`config.mk`:
```
export PLATFORM = sky130hd
export DESIGN_NAME = bloom_filter_membership_top
export DESIGN_NICKNAME = d
export VERILOG_FILES = /design/src/design/bfm_pkg.sv /design/src/design/bfm_seq.sv /design/src/design/bfm_mod.sv /design/src/design/bfm_dp.sv /design/src/design/bloom_filter_membership_top.sv
export SDC_FILE = /design/constraint.sdc
export NUM_CORES = 2
export LEC_CHECK = 0
export BUFFER_PORTS_ARGS = -buffer_cell sky130_fd_sc_hd__buf_2
export CAP_MARGIN = 20
export CORE_ASPECT_RATIO = 0.7
export CORE_MARGIN = 3
export CORE_UTILIZATION = 60
export CTS_BUF_LIST = sky130_fd_sc_hd__clkbuf_4
export DETAILED_ROUTE_END_ITERATION = 16
export HOLD_SLACK_MARGIN = 0.12
export PLACE_DENSITY_LB_ADDON = 0.3
export SLEW_MARGIN = 20
export SYNTH_ARGS = -nofsm -noshare
export SYNTH_HDL_FRONTEND = slang
export SYNTH_SLANG_ARGS = --single-unit
export TNS_END_PERCENT = 5
```
`constraint.sdc`:
```
create_clock -name clk -period 50.4 [get_ports clk]
set_clock_uncertainty 0.15 [all_clocks]
set_input_delay 7.56 -clock clk [delete_from_list [all_inputs] [get_ports clk]]
set_output_delay 7.56 -clock clk [all_outputs]
set_load 0.1 [all_outputs]
```
`src/design/bfm_pkg.sv`:
```
// ----------------------------------------------------------------------------
// bfm_pkg
// Shared types, constants and the control store of the Bloom filter block.
// ----------------------------------------------------------------------------
package bfm_pkg;

  // Field and register widths.
  localparam int HASH_W     = 32;
  localparam int BYTE_W     = 8;
  localparam int CNT_W      = $clog2(HASH_W);
  localparam int FSIZE_W    = 11;
  localparam int HCNT_W     = 2;
  localparam int CFG_IDX_W  = 8;
  localparam int CFG_DATA_W = 11;

  // Register reset values and hash seeds.
  localparam logic [FSIZE_W-1:0] FSIZE_RESET = 11'd1000;
  localparam logic [HCNT_W-1:0]  HCNT_RESET  = 2'd3;
  localparam logic [HASH_W-1:0]  SEED_A      = 32'd5381;
  localparam logic [HASH_W-1:0]  SEED_B      = 32'd0;
  localparam logic [HASH_W-1:0]  SEED_C      = 32'd0;

  // Configuration register indexes.
  localparam logic [CFG_IDX_W-1:0] CFG_FILTER_SIZE = 8'd0;
  localparam logic [CFG_IDX_W-1:0] CFG_HASH_COUNT  = 8'd1;

  // Kind codes of a key.
  localparam logic KIND_ADD   = 1'b0;
  localparam logic KIND_CHECK = 1'b1;

  // Datapath action of one control word.
  typedef enum logic [2:0] {
    OP_NONE,
    OP_CLEAR,
    OP_IDLE,
    OP_MOD_START,
    OP_MEM,
    OP_MERGE,
    OP_EMIT
  } op_t;

  // Jump condition of one control word.
  typedef enum logic [2:0] {
    COND_NEVER,
    COND_ALWAYS,
    COND_CLEARING,
    COND_NO_KEY_END,
    COND_SEL_DONE,
    COND_MOD_BUSY,
    COND_OUT_BUSY
  } cond_t;

  // Control store addresses.
  typedef enum logic [3:0] {
    S_CLEAR  = 4'd0,
    S_IDLE   = 4'd1,
    S_TEST   = 4'd2,
    S_MSTART = 4'd3,
    S_MWAIT  = 4'd4,
    S_MEM    = 4'd5,
    S_MERGE  = 4'd6,
    S_EMIT   = 4'd7,
    S_DONE   = 4'd8
  } step_t;

  // One control word: action, jump condition and jump target.
  typedef struct packed {
    op_t   op;
    cond_t cond;
    step_t target;
  } cw_t;

  // Status that the datapath returns to the sequencer.
  typedef struct packed {
    logic clear_done;
    logic key_end;
    logic sel_done;
    logic mod_busy;
    logic out_busy;
  } stat_t;

  // Control program. Each hash runs test, start, wait, access and merge.
  function automatic cw_t cw_rom(input step_t addr);
    cw_t w;
    unique case (addr)
      S_CLEAR:  w = '{op: OP_CLEAR,     cond: COND_CLEARING,   target: S_CLEAR};
      S_IDLE:   w = '{op: OP_IDLE,      cond: COND_NO_KEY_END, target: S_IDLE};
      S_TEST:   w = '{op: OP_NONE,      cond: COND_SEL_DONE,   target: S_EMIT};
      S_MSTART: w = '{op: OP_MOD_START, cond: COND_NEVER,      target: S_MSTART};
      S_MWAIT:  w = '{op: OP_NONE,      cond: COND_MOD_BUSY,   target: S_MWAIT};
      S_MEM:    w = '{op: OP_MEM,       cond: COND_NEVER,      target: S_MEM};
      S_MERGE:  w = '{op: OP_MERGE,     cond: COND_ALWAYS,     target: S_TEST};
      S_EMIT:   w = '{op: OP_EMIT,      cond: COND_OUT_BUSY,   target: S_EMIT};
      S_DONE:   w = '{op: OP_NONE,      cond: COND_ALWAYS,     target: S_IDLE};
      default:  w = '{op: OP_NONE,      cond: COND_ALWAYS,     target: S_IDLE};
    endcase
    return w;
  endfunction

endpackage

```
`src/design/bfm_seq.sv`:
```
// ----------------------------------------------------------------------------
// bfm_seq
// Step counter over the control store with conditional jumps.
// ----------------------------------------------------------------------------
module bfm_seq (
  input  logic            clk,
  input  logic            rst_n,
  input  bfm_pkg::stat_t  stat,
  output bfm_pkg::op_t    op
);

  bfm_pkg::step_t step_r;
  bfm_pkg::step_t step_nxt;
  bfm_pkg::cw_t   cw;
  logic           jump;

  // Fetch the current control word.
  assign cw = bfm_pkg::cw_rom(step_r);
  assign op = cw.op;

  // Evaluate the jump condition.
  always_comb begin
    unique case (cw.cond)
      bfm_pkg::COND_NEVER:      jump = 1'b0;
      bfm_pkg::COND_ALWAYS:     jump = 1'b1;
      bfm_pkg::COND_CLEARING:   jump = !stat.clear_done;
      bfm_pkg::COND_NO_KEY_END: jump = !stat.key_end;
      bfm_pkg::COND_SEL_DONE:   jump = stat.sel_done;
      bfm_pkg::COND_MOD_BUSY:   jump = stat.mod_busy;
      bfm_pkg::COND_OUT_BUSY:   jump = stat.out_busy;
      default:                  jump = 1'b1;
    endcase
    step_nxt = jump ? cw.target : bfm_pkg::step_t'(step_r + 1'b1);
  end

  // Step counter; reset starts the clearing pass.
  always_ff @(posedge clk) begin
    if (!rst_n) begin
      step_r <= bfm_pkg::S_CLEAR;
    end else begin
      step_r <= step_nxt;
    end
  end

endmodule

```
`src/design/bfm_mod.sv`:
```
// ----------------------------------------------------------------------------
// bfm_mod
// Restoring remainder unit: a 32-bit hash modulo the filter size, one bit
// per cycle.
// ----------------------------------------------------------------------------
module bfm_mod #(
  parameter int MAX_BITS = 1024
) (
  input  logic                         clk,
  input  logic                         rst_n,
  input  logic                         start,
  input  logic [bfm_pkg::HASH_W-1:0]   dividend,
  input  logic [$clog2(MAX_BITS+1)-1:0] divisor,
  output logic [$clog2(MAX_BITS)-1:0]  rem,
  output logic                         busy
);

  localparam int SZW  = $clog2(MAX_BITS + 1);
  localparam int IDXW = $clog2(MAX_BITS);

  logic                        busy_r;
  logic [bfm_pkg::CNT_W-1:0]   cnt_r;
  logic [bfm_pkg::HASH_W-1:0]  q_r;
  logic [SZW-1:0]              rem_r;
  logic [SZW:0]                trial;
  logic [SZW-1:0]              rem_nxt;

  // One restoring step: bring in the next dividend bit, subtract if it fits.
  always_comb begin
    trial = {rem_r, q_r[bfm_pkg::HASH_W-1]};
    if (trial >= {1'b0, divisor}) begin
      rem_nxt = SZW'(trial - {1'b0, divisor});
    end else begin
      rem_nxt = SZW'(trial);
    end
  end

  // Control of the iteration.
  always_ff @(posedge clk) begin
    if (!rst_n) begin
      busy_r <= 1'b0;
      cnt_r  <= '0;
    end else if (start) begin
      busy_r <= 1'b1;
      cnt_r  <= bfm_pkg::CNT_W'(bfm_pkg::HASH_W - 1);
    end else if (busy_r) begin
      cnt_r <= cnt_r - 1'b1;
      if (cnt_r == '0) begin
        busy_r <= 1'b0;
      end
    end
  end

  // Dividend shift and partial remainder.
  always_ff @(posedge clk) begin
    if (start) begin
      q_r   <= dividend;
      rem_r <= '0;
    end else if (busy_r) begin
      q_r   <= {q_r[bfm_pkg::HASH_W-2:0], 1'b0};
      rem_r <= rem_nxt;
    end
  end

  // The remainder stays below the divisor, so it fits a bit index.
  assign rem  = rem_r[IDXW-1:0];
  assign busy = busy_r;

endmodule

```
`src/design/bfm_dp.sv`:
```
// ----------------------------------------------------------------------------
// bfm_dp
// Datapath: hash registers, configuration, filter bit memory, result
// register and status for the sequencer.
// ----------------------------------------------------------------------------
module bfm_dp #(
  parameter int MAX_BITS = 1024
) (
  input  logic                            clk,
  input  logic                            rst_n,
  input  bfm_pkg::op_t                    op,
  output bfm_pkg::stat_t                  stat,
  // input stream
  input  logic                            in_tvalid,
  output logic                            in_tready,
  input  logic [bfm_pkg::BYTE_W-1:0]      in_tdata,
  input  logic                            in_tlast,
  input  logic [1:0]                      in_tuser,
  // result stream
  output logic                            out_tvalid,
  input  logic                            out_tready,
  output logic [7:0]                      out_tdata,
  // configuration
  input  logic                            cfg_valid,
  input  logic [bfm_pkg::CFG_IDX_W-1:0]   cfg_index,
  input  logic [bfm_pkg::CFG_DATA_W-1:0]  cfg_data,
  // remainder unit
  output logic                            mod_start,
  output logic [bfm_pkg::HASH_W-1:0]      mod_dividend,
  output logic [$clog2(MAX_BITS+1)-1:0]   mod_divisor,
  input  logic [$clog2(MAX_BITS)-1:0]     mod_rem,
  input  logic                            mod_busy
);

  localparam int SZW  = $clog2(MAX_BITS + 1);
  localparam int IDXW = $clog2(MAX_BITS);
  localparam int CMPW = (SZW > bfm_pkg::FSIZE_W) ? SZW : bfm_pkg::FSIZE_W;

  logic [bfm_pkg::FSIZE_W-1:0] fsize_r;
  logic [bfm_pkg::HCNT_W-1:0]  hcnt_r;
  logic [bfm_pkg::HASH_W-1:0]  hash_a_r;
  logic [bfm_pkg::HASH_W-1:0]  hash_b_r;
  logic [bfm_pkg::HASH_W-1:0]  hash_c_r;
  logic [bfm_pkg::HASH_W-1:0]  byte_ext;
  logic                        kind_r;
  logic                        present_r;
  logic [1:0]                  sel_r;
  logic [IDXW-1:0]             clr_cnt_r;
  logic                        out_valid_r;
  logic                        out_bit_r;
  logic                        mem [MAX_BITS];
  logic                        rd_r;
  logic                        mem_we;
  logic                        mem_wd;
  logic [IDXW-1:0]             mem_wa;
  logic                        beat;
  logic                        key_end;
  logic                        out_busy;
  logic                        emit_fire;
  logic [CMPW-1:0]             fsize_ext;

  // Handshake of the input stream.
  assign in_tready = (op == bfm_pkg::OP_IDLE);
  assign beat      = in_tvalid && in_tready;
  assign key_end   = beat && in_tlast;
  assign byte_ext  = bfm_pkg::HASH_W'(in_tdata);

  // Result register is busy only for a check whose slot is still taken.
  assign out_busy  = (kind_r == bfm_pkg::KIND_CHECK) && out_valid_r && !out_tready;
  assign emit_fire = (op == bfm_pkg::OP_EMIT) && !out_busy;

  // Configuration registers; unknown indexes are dropped.
  always_ff @(posedge clk) begin
    if (!rst_n) begin
      fsize_r <= bfm_pkg::FSIZE_RESET;
      hcnt_r  <= bfm_pkg::HCNT_RESET;
    end else if (cfg_valid) begin
      case (cfg_index)
        bfm_pkg::CFG_FILTER_SIZE: fsize_r <= cfg_data[bfm_pkg::FSIZE_W-1:0];
        bfm_pkg::CFG_HASH_COUNT:  hcnt_r  <= cfg_data[bfm_pkg::HCNT_W-1:0];
        default: ;
      endcase
    end
  end

  // Filter size in use: zero reads as one, large values saturate.
  always_comb begin
    fsize_ext = CMPW'(fsize_r);
    if (fsize_ext == '0) begin
      mod_divisor = SZW'(1);
    end else if (fsize_ext > CMPW'(MAX_BITS)) begin
      mod_divisor = SZW'(MAX_BITS);
    end else begin
      mod_divisor = SZW'(fsize_ext);
    end
  end

  // Hash registers: updated per key byte, restored once the key is done.
  always_ff @(posedge clk) begin
    if (!rst_n || emit_fire) begin
      hash_a_r <= bfm_pkg::SEED_A;
      hash_b_r <= bfm_pkg::SEED_B;
      hash_c_r <= bfm_pkg::SEED_C;
    end else if (beat && in_tuser[1]) begin
      hash_a_r <= (hash_a_r << 5) + hash_a_r + byte_ext;
      hash_b_r <= (hash_b_r << 5) - hash_b_r + byte_ext;
      hash_c_r <= (hash_c_r << 4) + (hash_c_r << 10) + byte_ext;
    end
  end

  // Per-key control: kind, hash select and running answer.
  always_ff @(posedge clk) begin
    if (!rst_n) begin
      kind_r    <= bfm_pkg::KIND_ADD;
      present_r <= 1'b1;
      sel_r     <= '0;
    end else if (key_end) begin
      kind_r    <= in_tuser[0];
      present_r <= 1'b1;
      sel_r     <= '0;
    end else if (op == bfm_pkg::OP_MERGE) begin
      sel_r <= sel_r + 1'b1;
      if (kind_r == bfm_pkg::KIND_CHECK) begin
        present_r <= present_r && rd_r;
      end
    end
  end

  // Clearing pass counter, one bit per cycle after reset.
  always_ff @(posedge clk) begin
    if (!rst_n) begin
      clr_cnt_r <= '0;
    end else if (op == bfm_pkg::OP_CLEAR) begin
      clr_cnt_r <= clr_cnt_r + 1'b1;
    end
  end

  // Start the remainder unit on the selected hash.
  assign mod_start = (op == bfm_pkg::OP_MOD_START);
  always_comb begin
    case (sel_r)
      2'd1:    mod_dividend = hash_b_r;
      2'd2:    mod_dividend = hash_c_r;
      default: mod_dividend = hash_a_r;
    endcase
  end

  // Memory port: clearing writes zero, an add writes one.
  assign mem_we = (op == bfm_pkg::OP_CLEAR) ||
                  ((op == bfm_pkg::OP_MEM) && (kind_r == bfm_pkg::KIND_ADD));
  assign mem_wd = (op != bfm_pkg::OP_CLEAR);
  assign mem_wa = (op == bfm_pkg::OP_CLEAR) ? clr_cnt_r : mod_rem;

  // Filter bit memory with a registered read.
  always_ff @(posedge clk) begin
    if (mem_we) begin
      mem[mem_wa] <= mem_wd;
    end
    rd_r <= mem[mod_rem];
  end

  // Result register.
  always_ff @(posedge clk) begin
    if (!rst_n) begin
      out_valid_r <= 1'b0;
    end else if (emit_fire && (kind_r == bfm_pkg::KIND_CHECK)) begin
      out_valid_r <= 1'b1;
    end else if (out_tready) begin
      out_valid_r <= 1'b0;
    end
  end

  always_ff @(posedge clk) begin
    if (emit_fire && (kind_r == bfm_pkg::KIND_CHECK)) begin
      out_bit_r <= present_r;
    end
  end

  assign out_tvalid = out_valid_r;
  assign out_tdata  = {7'd0, out_bit_r};

  // Status for the sequencer.
  assign stat.clear_done = (clr_cnt_r == IDXW'(MAX_BITS - 1));
  assign stat.key_end    = key_end;
  assign stat.sel_done   = (sel_r >= hcnt_r);
  assign stat.mod_busy   = mod_busy;
  assign stat.out_busy   = out_busy;

endmodule

```
`src/design/bloom_filter_membership_top.sv`:
```
// ----------------------------------------------------------------------------
// bloom_filter_membership_top
// Bloom filter with three byte-wise hashes, run by a microcoded sequencer.
//
//   Channel | Direction | Beat carries
//   --------+-----------+--------------------------------------------------
//   in_     | slave     | tdata: key_byte; tuser: kind, has_byte; tlast: last
//   out_    | master    | tdata[0]: maybe_present (check keys only)
//   cfg_    | write     | cfg_index: 0 filter_size, 1 hash_count; cfg_data
//
// Non-final beats are taken back to back. After the last beat of a key the block
// works through each selected hash in turn: the bit-serial remainder unit,
// then the memory access and sequencer steps.
// After reset the filter memory is cleared before the
// first beat is taken; configuration writes are taken at any time.
// A waiting result stalls only the end of the next check key.
// ----------------------------------------------------------------------------
module bloom_filter_membership_top #(
  parameter int MAX_BITS = 1024
) (
  input  logic                            clk,
  input  logic                            rst_n,
  // input stream
  input  logic                            in_tvalid,
  output logic                            in_tready,
  input  logic [7:0]                      in_tdata,   // [7:0] key_byte
  input  logic                            in_tlast,
  input  logic [1:0]                      in_tuser,   // [0] kind, [1] has_byte
  // result stream
  output logic                            out_tvalid,
  input  logic                            out_tready,
  output logic [7:0]                      out_tdata,  // [0] maybe_present, rest zero
  // configuration
  input  logic                            cfg_valid,
  output logic                            cfg_ready,
  input  logic [bfm_pkg::CFG_IDX_W-1:0]   cfg_index,
  input  logic [bfm_pkg::CFG_DATA_W-1:0]  cfg_data
);

  localparam int SZW  = $clog2(MAX_BITS + 1);
  localparam int IDXW = $clog2(MAX_BITS);

  bfm_pkg::op_t               op;
  bfm_pkg::stat_t             stat;
  logic                       mod_start;
  logic [bfm_pkg::HASH_W-1:0] mod_dividend;
  logic [SZW-1:0]             mod_divisor;
  logic [IDXW-1:0]            mod_rem;
  logic                       mod_busy;

  // Registers are always writable.
  assign cfg_ready = 1'b1;

  // Sequencer over the control store.
  bfm_seq u_seq (
    .clk   (clk),
    .rst_n (rst_n),
    .stat  (stat),
    .op    (op)
  );

  // Shared remainder unit.
  bfm_mod #(
    .MAX_BITS (MAX_BITS)
  ) u_mod (
    .clk      (clk),
    .rst_n    (rst_n),
    .start    (mod_start),
    .dividend (mod_dividend),
    .divisor  (mod_divisor),
    .rem      (mod_rem),
    .busy     (mod_busy)
  );

  // Datapath and filter memory.
  bfm_dp #(
    .MAX_BITS (MAX_BITS)
  ) u_dp (
    .clk          (clk),
    .rst_n        (rst_n),
    .op           (op),
    .stat         (stat),
    .in_tvalid    (in_tvalid),
    .in_tready    (in_tready),
    .in_tdata     (in_tdata),
    .in_tlast     (in_tlast),
    .in_tuser     (in_tuser),
    .out_tvalid   (out_tvalid),
    .out_tready   (out_tready),
    .out_tdata    (out_tdata),
    .cfg_valid    (cfg_valid && cfg_ready),
    .cfg_index    (cfg_index),
    .cfg_data     (cfg_data),
    .mod_start    (mod_start),
    .mod_dividend (mod_dividend),
    .mod_divisor  (mod_divisor),
    .mod_rem      (mod_rem),
    .mod_busy     (mod_busy)
  );

endmodule

```
==> impl_metrics.py <==
metrics = {
    "setup_path": {
        "r2r-start": "u_mod.rem_r[1]",
        "ff2ff_setup_slack_ns": 44.31,
        "reg2reg_depth": 9,
        "worstPathArrival_ns": 11.23,
        "crit_type": "input port to register",
        "critPathLaunchType": "input port",
        "r2r-end": "u_dp.rd_r",
        "cp-startpoint": "in_tdata[1]",
        "crit_path_end": "u_dp.hash_a_r[23]",
        "path_max_fanout": 4,
        "cp.required_ns": 51.27,
        "cp-end-kind": "register",
    },
    "finish": {
        "drive_gt1_share_pct": 20.4,
        "utilization_pct": 66.0,
        "fillCellCount": 6870,
        "final_nets": 4800,
        "area_growth_pct": 8.29,
        "final_area_mm2": 0.0624,
    },
    "die": {
        "chipWidth_um": 376,
        "initial_core_util_pct": 60.9,
        "die_h_um": 265,
        "rows": 94,
        "boundaryPins": 46,
        "dieArea_mm2": 0.0999,
        "fp.coreArea_mm2": 0.0946,
    },
    "global_route": {
        "grt_pass1_vias": 37100,
        "antenna_found_initial": 4,
        "grt_pass1_wl_mm": 227,
        "grt_use_total_pct": 30.4,
        "grt_max_degree": 293,
        "grt_overflow": 0,
    },
    "sta": {
        "finalSetupTns_ns": 0,
        "min_period_ns": 10.37,
        "setup_violations": 0,
        "setup_ws_ns": 40.03,
        "fmax_ghz": 0.0965,
        "tightest_slew_ns": 1.22,
        "finalHoldViolations": 0,
        "slew_headroom_pct": 17.8,
        "drv_slew": 0,
        "rsz0062_at_grt": "false",
        "period_share_pct": 20.6,
    },
    "cts": {
        "cts.sinks": 1212,
        "cts_hold_buffers": 0,
        "root_buffer": "clkbuf_4",
        "clkLatencyLatePin_ns": 1.21,
        "cts_max_level": 5,
        "cts_resized": 0,
        "post-cts-setup-buffers": 0,
        "ctsLongestPathBuffers": 4,
        "cts_tree": "done",
        "clkTransAtPathRegs_ns": 0.06,
        "cts_buffers": 300,
    },
    "detailed_routing": {
        "postRouteAntennaNets": 0,
        "wire_per_inst_um": 24.8,
        "vias_per_cell": 6.37,
        "wl_mm": 150,
        "drt_iter0_markers": 5811,
        "drtPass1Iterations": 7,
        "drc": 0,
        "vias": 38600,
    },
    "synthesis": {
        "yosysUniqueCellTypes": 67,
        "netlist_area_mm2": 0.0576,
        "avgSynthCellArea_um2": 12.7,
        "syn_inst": 4521,
        "netlist.top_cell.by_area": "edfxtp_1",
        "post-synth-top-count-cell": "nor2_1",
        "synth_edf_count": 1057,
        "yosys-top-cells-area": "edfxtp_1 55%, mux4_2 13%, nor2_1 7.7%, dfxtp_1 5.4%, ha_1 3.6%",
        "ys_warn_count": 0,
        "synth_ff_type": "edfxtp_1",
        "synth-seq-cells": 1212,
        "synth.top_cells.by_count": "1,175 x nor2_1, 1,057 x edfxtp_1, 324 x mux4_2",
        "ys_seq_area_share_pct": 60.5,
        "synth_top_area_share_pct": 55.1,
        "async_reset_ff_share_pct": 0,
    },
    "power": {
        "peakVddDrop_mv": 0.0362,
        "clkPwrFrac_pct": 27.7,
        "p_sw_share_pct": 32.5,
        "power_leakage_nw": 20.2,
        "seqPwrFrac_pct": 45.1,
        "power_switching_mw": 0.944,
        "internal_power_mw": 1.96,
        "combPwrFrac_pct": 27.2,
        "p_per_area_mw_per_mm2": 46.5,
    },
    "placed_design": {
        "port_buffers": 37,
        "hpwl_mm": 84.6,
        "gp_congestion": 0.933,
        "dpl-instance-area_mm2": 0.0586,
        "post-place-ws_ns": 39.09,
    },
    "min_path": {
        "hold_path_class": "register to register",
    },
    "job": {
        "cap_violations": 0,
    },
    "outcome": {
        "status": "complete, no violations",
    },
}
==> final cells by class <==
type                            count  area (µm²)  share of cell area (%)
Antenna cell                        3        7.51                  0.0120
Clock buffer                      452        3390                    5.44
Clock inverter                     64         270                   0.433
Inverter                           96         368                   0.589
Multi-Input combinational cell   2871       21200                    33.9
Sequential cell                  1212       34900                    55.9
Tap cell                         1248        1560                    2.50
Timing Repair Buffer              108         777                    1.25
==> sequential cells by signal, indices dropped and copies added, names as in the netlist <==
register,flops
u_dp.clr_cnt_r,10
u_dp.fsize_ext,11
u_dp.hash_a_r,32
u_dp.hash_b_r,32
u_dp.hash_c_r,32
u_dp.hcnt_r,2
u_dp.kind_r,1
u_dp.mem,1024
u_dp.out_bit_r,1
u_dp.out_tvalid,1
u_dp.present_r,1
u_dp.rd_r,1
u_dp.sel_r,2
u_mod.busy,1
u_mod.cnt_r,5
u_mod.q_r,32
u_mod.rem_r,11
u_seq.cw,9
u_seq.step_r,4
==> metal layers <==
layer / track usage [%] / vias up / wire length (µm)
met4: 9.80 / 2 / 3400
met2: 43.0 / 2478 / 64900
li1: - / 16800 / -
met5: 0 / - / 13
met1: 45.5 / 19000 / 59800
met3: 9.36 / 306 / 22300
==> power by group through the flow <==
stage / clock (mW) / combinational (mW) / sequential [mW]
3_3_place_gp: 0 / 0.759 / 1.33
3_5_place_dp: 0 / 0.770 / 1.33
2_1_floorplan: 0 / 0.544 / 1.52
6_report: 0.804 / 0.790 / 1.31
5_1_grt: 0.867 / 0.847 / 1.31
4_1_cts: 0.817 / 0.772 / 1.31
==> worst max-delay path, cell delays in order <==
cell,delay (ns)
buf_2,0.12
ha_1,0.29
ha_1,0.22
fa_1,0.46
a21oi_1,0.17
o21bai_1,0.13
a2111oi_0,0.79
o21ai_0,0.38
nand4_1,0.30
nand2b_1,0.09
a21o_1,0.21
a21o_1,0.18
a211oi_1,0.21
o21ai_0,0.12
==> kinds of logic after synthesis <==
kind of cell	Yosys count	synth area share, %
AO/OA/AOI/OAI	529	5.68
XOR/XNOR	87	1.32
adder cells (fa/ha/maj)	176	3.95
buffers and inverters	444	3.16
flip-flops	1212	60.5
multiplexers	373	13.5
other	2	0.0130
AND/OR/NAND/NOR	1698	11.9
==> per-stage QoR <==
stage                     total power, mW  hold WS (ns)  cells
after global routing                 3.03         0.311   6053
after global placement               2.09         0.279   5531
after detailed placement             2.10         0.273   5531
after CTS                            2.90         0.293   6047
after floorplan                      2.06         0.259   4527
final                                2.90         0.299   6054
==> worst min-delay path by stage <==
stage | from | end | slack, ns | depth (start not counted)
5_1_grt | u_dp.present_r | u_dp.out_bit_r | 0.31 | 0
3_5_place_dp | u_dp.present_r | u_dp.out_bit_r | 0.27 | 0
4_1_cts | u_dp.present_r | u_dp.out_bit_r | 0.29 | 0
3_3_place_gp | u_dp.present_r | u_dp.out_bit_r | 0.28 | 0
6_report | u_dp.present_r | u_dp.out_bit_r | 0.30 | 0
2_1_floorplan | u_dp.present_r | u_dp.out_bit_r | 0.26 | 0
==> placed cells by master (no fill, tap or decap), types with 13 or more instances in the layout <==
cell type and n:
xnor2_1 56, ha_1 165, clkinv_1 55, nand2_2 49
and3_1 14, o21a_1 21, a21oi_1 183, mux4_2 324
xor2_1 31, dfxtp_1 149, o21ai_0 108, a21o_1 27
inv_1 94, a211oi_1 41, nor3_1 26, buf_4 63
a22oi_1 33, a31oi_1 18, nand3_1 31, edfxtp_1 1057
nor2b_1 28, mux2i_1 45, nor2_1 1173, buf_2 37
o211ai_1 18, nand2_1 269, nand2b_1 26, clkbuf_4 452
and2_1 14, o21bai_1 13
Note: power is estimated with default switching activity, not from simulation.
